## config.mk

```make
export PLATFORM = sky130hd
export DESIGN_NAME = gmdfs_ctrl
export DESIGN_NICKNAME = d
export VERILOG_FILES = /design/src/rtl/gmdfs_pkg.sv /design/src/rtl/gmdfs_ctrl.sv
export SDC_FILE = /design/constraint.sdc
export NUM_CORES = 1
export LEC_CHECK = 0
export ABC_AREA = 1
export BUFFER_PORTS_ARGS = -buffer_cell sky130_fd_sc_hd__buf_2
export CAP_MARGIN = 15
export CORE_MARGIN = 2
export CORE_UTILIZATION = 25
export DETAILED_ROUTE_END_ITERATION = 10
export PLACE_DENSITY_LB_ADDON = 0.25
export SLEW_MARGIN = 30
export SYNTH_ARGS = -nofsm -noshare
export SYNTH_HDL_FRONTEND = slang
export SYNTH_SLANG_ARGS = --single-unit
```

## constraint.sdc

```tcl
create_clock -name aclk -period 1.4 [get_ports aclk]
set_clock_uncertainty 0.2 [all_clocks]
set_input_delay 0.21 -clock aclk [delete_from_list [all_inputs] [get_ports aclk]]
set_output_delay 0.21 -clock aclk [all_outputs]
set_load 0.01 [all_outputs]
```

## src/rtl/gmdfs_pkg.sv

```systemverilog
// Shared types, constants and command/status structs for the grid maze DFS core.
package gmdfs_pkg;

    localparam int GRID_DIM   = 64;
    localparam int COORD_W    = 6;
    localparam int CELL_COUNT = GRID_DIM * GRID_DIM;
    localparam int IDX_W      = 12;
    localparam int CNT_W      = 13;
    localparam logic [CNT_W-1:0] COUNT_MAX = 13'd8191;

    // Cell marks: open and unvisited, on the current route, backtracked.
    localparam logic [1:0] MARK_OPEN  = 2'd0;
    localparam logic [1:0] MARK_ROUTE = 2'd1;
    localparam logic [1:0] MARK_BACK  = 2'd2;

    typedef enum logic [2:0] {
        DIR_NONE  = 3'd0,
        DIR_EAST  = 3'd1,
        DIR_SOUTH = 3'd2,
        DIR_WEST  = 3'd3,
        DIR_NORTH = 3'd4,
        DIR_DONE  = 3'd5
    } dir_t;

    // Controller to datapath commands.
    typedef struct packed {
        logic load_wall;    // write wall bit of the latched load cell
        logic latch_req;    // capture the incoming item fields
        logic clr_step;     // write one entry of the clearing sweep
        logic clr_reset;    // restart the clearing sweep counter
        logic start_rd;     // read wall bits of start and goal
        logic start_push;   // push start cell, reset counters
        logic top_rd;       // read top of stack and its direction
        logic probe_rd;     // read neighbour in the current direction
        logic probe_eval;   // decide on the probed neighbour
        logic fail_zero;    // zero counters (wall start/goal)
        logic out_load;     // load output register
        logic out_found;    // found flag for the output
    } gmdfs_cmd_t;

    // Datapath to controller status.
    typedef struct packed {
        logic clr_done;
        logic start_bad;    // start or goal is a wall
        logic at_goal;      // top of stack is the goal
        logic stack_empty;
        logic probe_ok;     // probed neighbour is open and unvisited
        logic dir_done;     // current direction reached the end
    } gmdfs_sts_t;

endpackage

```

## src/rtl/gmdfs_ctrl.sv

```systemverilog
// Controller state machine of the grid maze DFS core.
module gmdfs_ctrl
    import gmdfs_pkg::*;
(
    input  logic       aclk,
    input  logic       aresetn,
    input  logic       in_valid,
    output logic       in_ready,
    input  logic       in_run,
    output logic       out_valid,
    input  logic       out_ready,
    output gmdfs_cmd_t cmd,
    input  gmdfs_sts_t sts
);

    typedef enum logic [3:0] {
        ST_IDLE, ST_LOAD, ST_CLEAR, ST_START, ST_CHECK, ST_TOP0, ST_TOP1, ST_TOP2,
        ST_PROBE, ST_EVAL, ST_DONE, ST_OUT
    } state_t;

    state_t state_reg, state_next;
    logic   out_valid_reg;

    assign in_ready  = (state_reg == ST_IDLE) && !out_valid_reg;
    assign out_valid = out_valid_reg;

    always_comb begin
        state_next = state_reg;
        cmd        = '0;
        unique case (state_reg)
            ST_IDLE: begin
                if (in_valid && in_ready) begin
                    cmd.latch_req = 1'b1;
                    cmd.clr_reset = 1'b1;
                    state_next    = in_run ? ST_CLEAR : ST_LOAD;
                end
            end
            ST_LOAD: begin
                cmd.load_wall = 1'b1;
                state_next    = ST_IDLE;
            end
            ST_CLEAR: begin
                if (sts.clr_done) begin
                    cmd.start_rd = 1'b1;
                    state_next   = ST_START;
                end else begin
                    cmd.clr_step = 1'b1;
                end
            end
            ST_START: begin
                state_next = ST_CHECK;
            end
            ST_CHECK: begin
                if (sts.start_bad) begin
                    cmd.fail_zero = 1'b1;
                    state_next    = ST_DONE;
                end else begin
                    cmd.start_push = 1'b1;
                    state_next     = ST_TOP0;
                end
            end
            ST_TOP0: begin
                // stack read address settles on the new depth
                state_next = ST_TOP1;
            end
            ST_TOP1: begin
                if (sts.stack_empty) begin
                    state_next = ST_DONE;
                end else begin
                    cmd.top_rd = 1'b1;
                    state_next = ST_TOP2;
                end
            end
            ST_TOP2: begin
                state_next = ST_PROBE;
            end
            ST_PROBE: begin
                if (sts.at_goal) begin
                    cmd.out_load  = 1'b1;
                    cmd.out_found = 1'b1;
                    state_next    = ST_OUT;
                end else begin
                    cmd.probe_rd = 1'b1;
                    state_next   = ST_EVAL;
                end
            end
            ST_EVAL: begin
                if (sts.dir_done || sts.probe_ok) begin
                    cmd.probe_eval = 1'b1;
                    state_next     = ST_TOP0;
                end else begin
                    cmd.probe_rd = 1'b1;
                end
            end
            ST_DONE: begin
                cmd.out_load = 1'b1;
                state_next   = ST_OUT;
            end
            ST_OUT: begin
                if (out_valid_reg && out_ready) begin
                    state_next = ST_IDLE;
                end
            end
            default: state_next = ST_IDLE;
        endcase
    end

    always_ff @(posedge aclk) begin
        if (!aresetn) begin
            state_reg     <= ST_IDLE;
            out_valid_reg <= 1'b0;
        end else begin
            state_reg <= state_next;
            if (cmd.out_load) begin
                out_valid_reg <= 1'b1;
            end else if (out_valid_reg && out_ready) begin
                out_valid_reg <= 1'b0;
            end
        end
    end

endmodule

```

==> metrics <==
status finished with violations; violated checks negative setup slack; Detailed Routing Iterations Pass 1 4; Vias/cell 4.371; Slew Limit Fails 0; Avg Cell Area, Syn 5.758 µm²; Port Buffer Count 24; TritonCTS clock tree built; initial core utilization 0.2610; Crit. End Element primary output; antenna violations before repair 0; Synthesis Warnings 0; commonest non-fill, non-tap cell in the layout buf_2; VDD IR-drop max 0.0004615 V; CP Buf/Inv Count 1; Core Footprint 1942 µm²; Worst setup SP type flip-flop; endpoints failing setup 17; Fmax achieved 0.6099 GHz; max_cap viols 0; NumNets Final 152; all-layer global routing usage 0.1581; Clk Latency, worst-skew pair 240 ps; Reg clk slew, reported paths 50 ps; Bufs on Longest Clock Path 2; synth top area cells dfxtp_1 20%, nand2_1 16%, inv_1 13%; area grow syn2layout 126.2%; fillcell total 188; Crit path required time 990 ps; Crit path max-delay family simple AND/OR/NAND/NOR gates; CP peak stage delay 370 ps; die height 49.02 µm; Iter 0 DRT Violations 5; Sink Count 5; H-tree levels 1; worst rel slew slack 0.8034; DPL Wire Length 1245 µm; reg2reg setup slack -120 ps; vias in the first global route 710; Die Width 49.02 µm; Finished Cell Area 1146 µm²; setup slack after layout -239.6 ps; gpl congestion 0.7691; HP Class in -> reg; post-synth top area share 0.1975; placed cell areas 765.7 µm²; ant diodes 0; DRC Markers 0; FP Rows 16; power per cell area 741.0 nW/µm²; crit-path cells nor2_4 -> nand2_4 -> nor3b_4 -> buf_2; P_leak 0.5819 nW; largest net degree at the start of global routing 7; commonest cells after routing, fill and taps aside 19 x buf_2, 16 x buf_6, 14 x buf_4, 13 x nand2_1, 12 x inv_1; Top Ports 25; sum of negative setup slack -3006 ps; Worst Path Max Fanout 5; kind of critical path reg -> out; clock root buffer clkbuf_4; RSZ-0062 raised after global routing true; share of cells above drive strength 1 0.7357; final hold vios 0; minimum clock period 1640 ps; via count 730; sequential-to-total area share from yosys stat 0.1975; first-pass GRT wire length 3042 µm; DRT Wirelength 1862 µm; post-layout util 0.5902; clock buffer count from CTS 3; post-synth cell types 17; CP arrival 1230 ps; Post-Syn Nets 99; post-synthesis cell area 506.7 µm²; wire per inst 11.15 µm; ANT nets after route 0; max reg flops 4; worst slew pin tran 293.8 ps; Synth area leader dfxtp_1; Tcrit/Tclk final 1.171; synthesized flop and latch total 5; die area 2403 µm²; slowest cell on the critical path dfxtp_4; Gate Count Post-Synth 88; grt ovf 0
power breakdown:
part           total, W  switching [W]  internal [W]
sequential     0.000186      0.0000292      0.000157
clock          0.000163      0.0000551      0.000108
combinational  0.000501       0.000259      0.000241
timing repair:
item                       4_1_cts  5_1_grt
pin swaps                        8       15
setup endpoints to repair       17       18
hold buffers                     0        0
gates cloned                     0        0
gates resized for setup         26       41
buffers inserted                10        5
worst register-to-register path: cells and delay by family, from the launching register on:
kind / cells / cell delay, ps
simple gates: 6 / 540
flops: 1 / 370
buf+inv: 3 / 280
Yosys cell counts:
| cell type | number |
|---|---|
| inv_1 | 17 |
| inv_2 | 3 |
| a21oi_1 | 2 |
| nand2_4 | 1 |
| nor2_1 | 12 |
| a21oi_2 | 3 |
| nor2_2 | 4 |
| nor3_1 | 2 |
| o21ai_0 | 2 |
| nor2_4 | 3 |
| nor4_1 | 1 |
| nand3_2 | 2 |
| buf_4 | 1 |
| nor3b_1 | 1 |
| nand3_1 | 8 |
| nand2_1 | 21 |
| dfxtp_1 | 5 |
cell type report:
| type | instances | area (µm²) | area share |
|---|---|---|---|
| Multi-Input combinational cell | 62 | 510.5 | 0.4454 |
| Sequential cell | 5 | 115.1 | 0.1004 |
| Timing Repair Buffer | 49 | 380.4 | 0.3319 |
| Tap cell | 27 | 33.78 | 0.02948 |
| Clock buffer | 4 | 26.28 | 0.02293 |
| Inverter | 20 | 80.08 | 0.06987 |
metrics by stage:
stage / std cells / setup slack [ps] / power (W) / hold WS (ps)
after floorplan: 88 / -54.30 / 0.0003761 / 202.4
after global placement: 149 / -121.8 / 0.0004869 / 319.7
after detailed placement: 149 / -119.1 / 0.0004891 / 322.7
after CTS: 163 / -231.2 / 0.0007438 / 73.57
after global routing: 167 / -312.2 / 0.0009032 / 121.5
final: 167 / -239.6 / 0.0008493 / 79.74
final timing paths:
check        depth (start not counted)                         to                      start
min                                  3  state_reg[1]$_SDFFE_PN0P_                    aresetn
max reg2reg                          9  state_reg[2]$_SDFFE_PN0P_  state_reg[3]$_SDFFE_PN0P_
max                                  4                    cmd[10]  state_reg[1]$_SDFFE_PN0P_
min reg2reg                          3     out_valid$_SDFFE_PN0P_     out_valid$_SDFFE_PN0P_
kinds of logic (layout without fill, tap and decap cells):
logic type	Yosys count	count (layout)	share of synthesized area
simple gates	55	55	0.5482
compound gates	7	7	0.09137
flops	5	5	0.1975
buf+inv	21	73	0.1630
per-layer routing:
layer / GRT usage / routed length [µm] / up-vias
met5: 0 / 0 / -
met4: 0.06190 / 39 / 0
met3: 0.03681 / 84 / 4
met2: 0.2900 / 1065 / 21
met1: 0.1742 / 672 / 335
li1: - / - / 370
No activity file was read; power rests on OpenSTA's default activity.
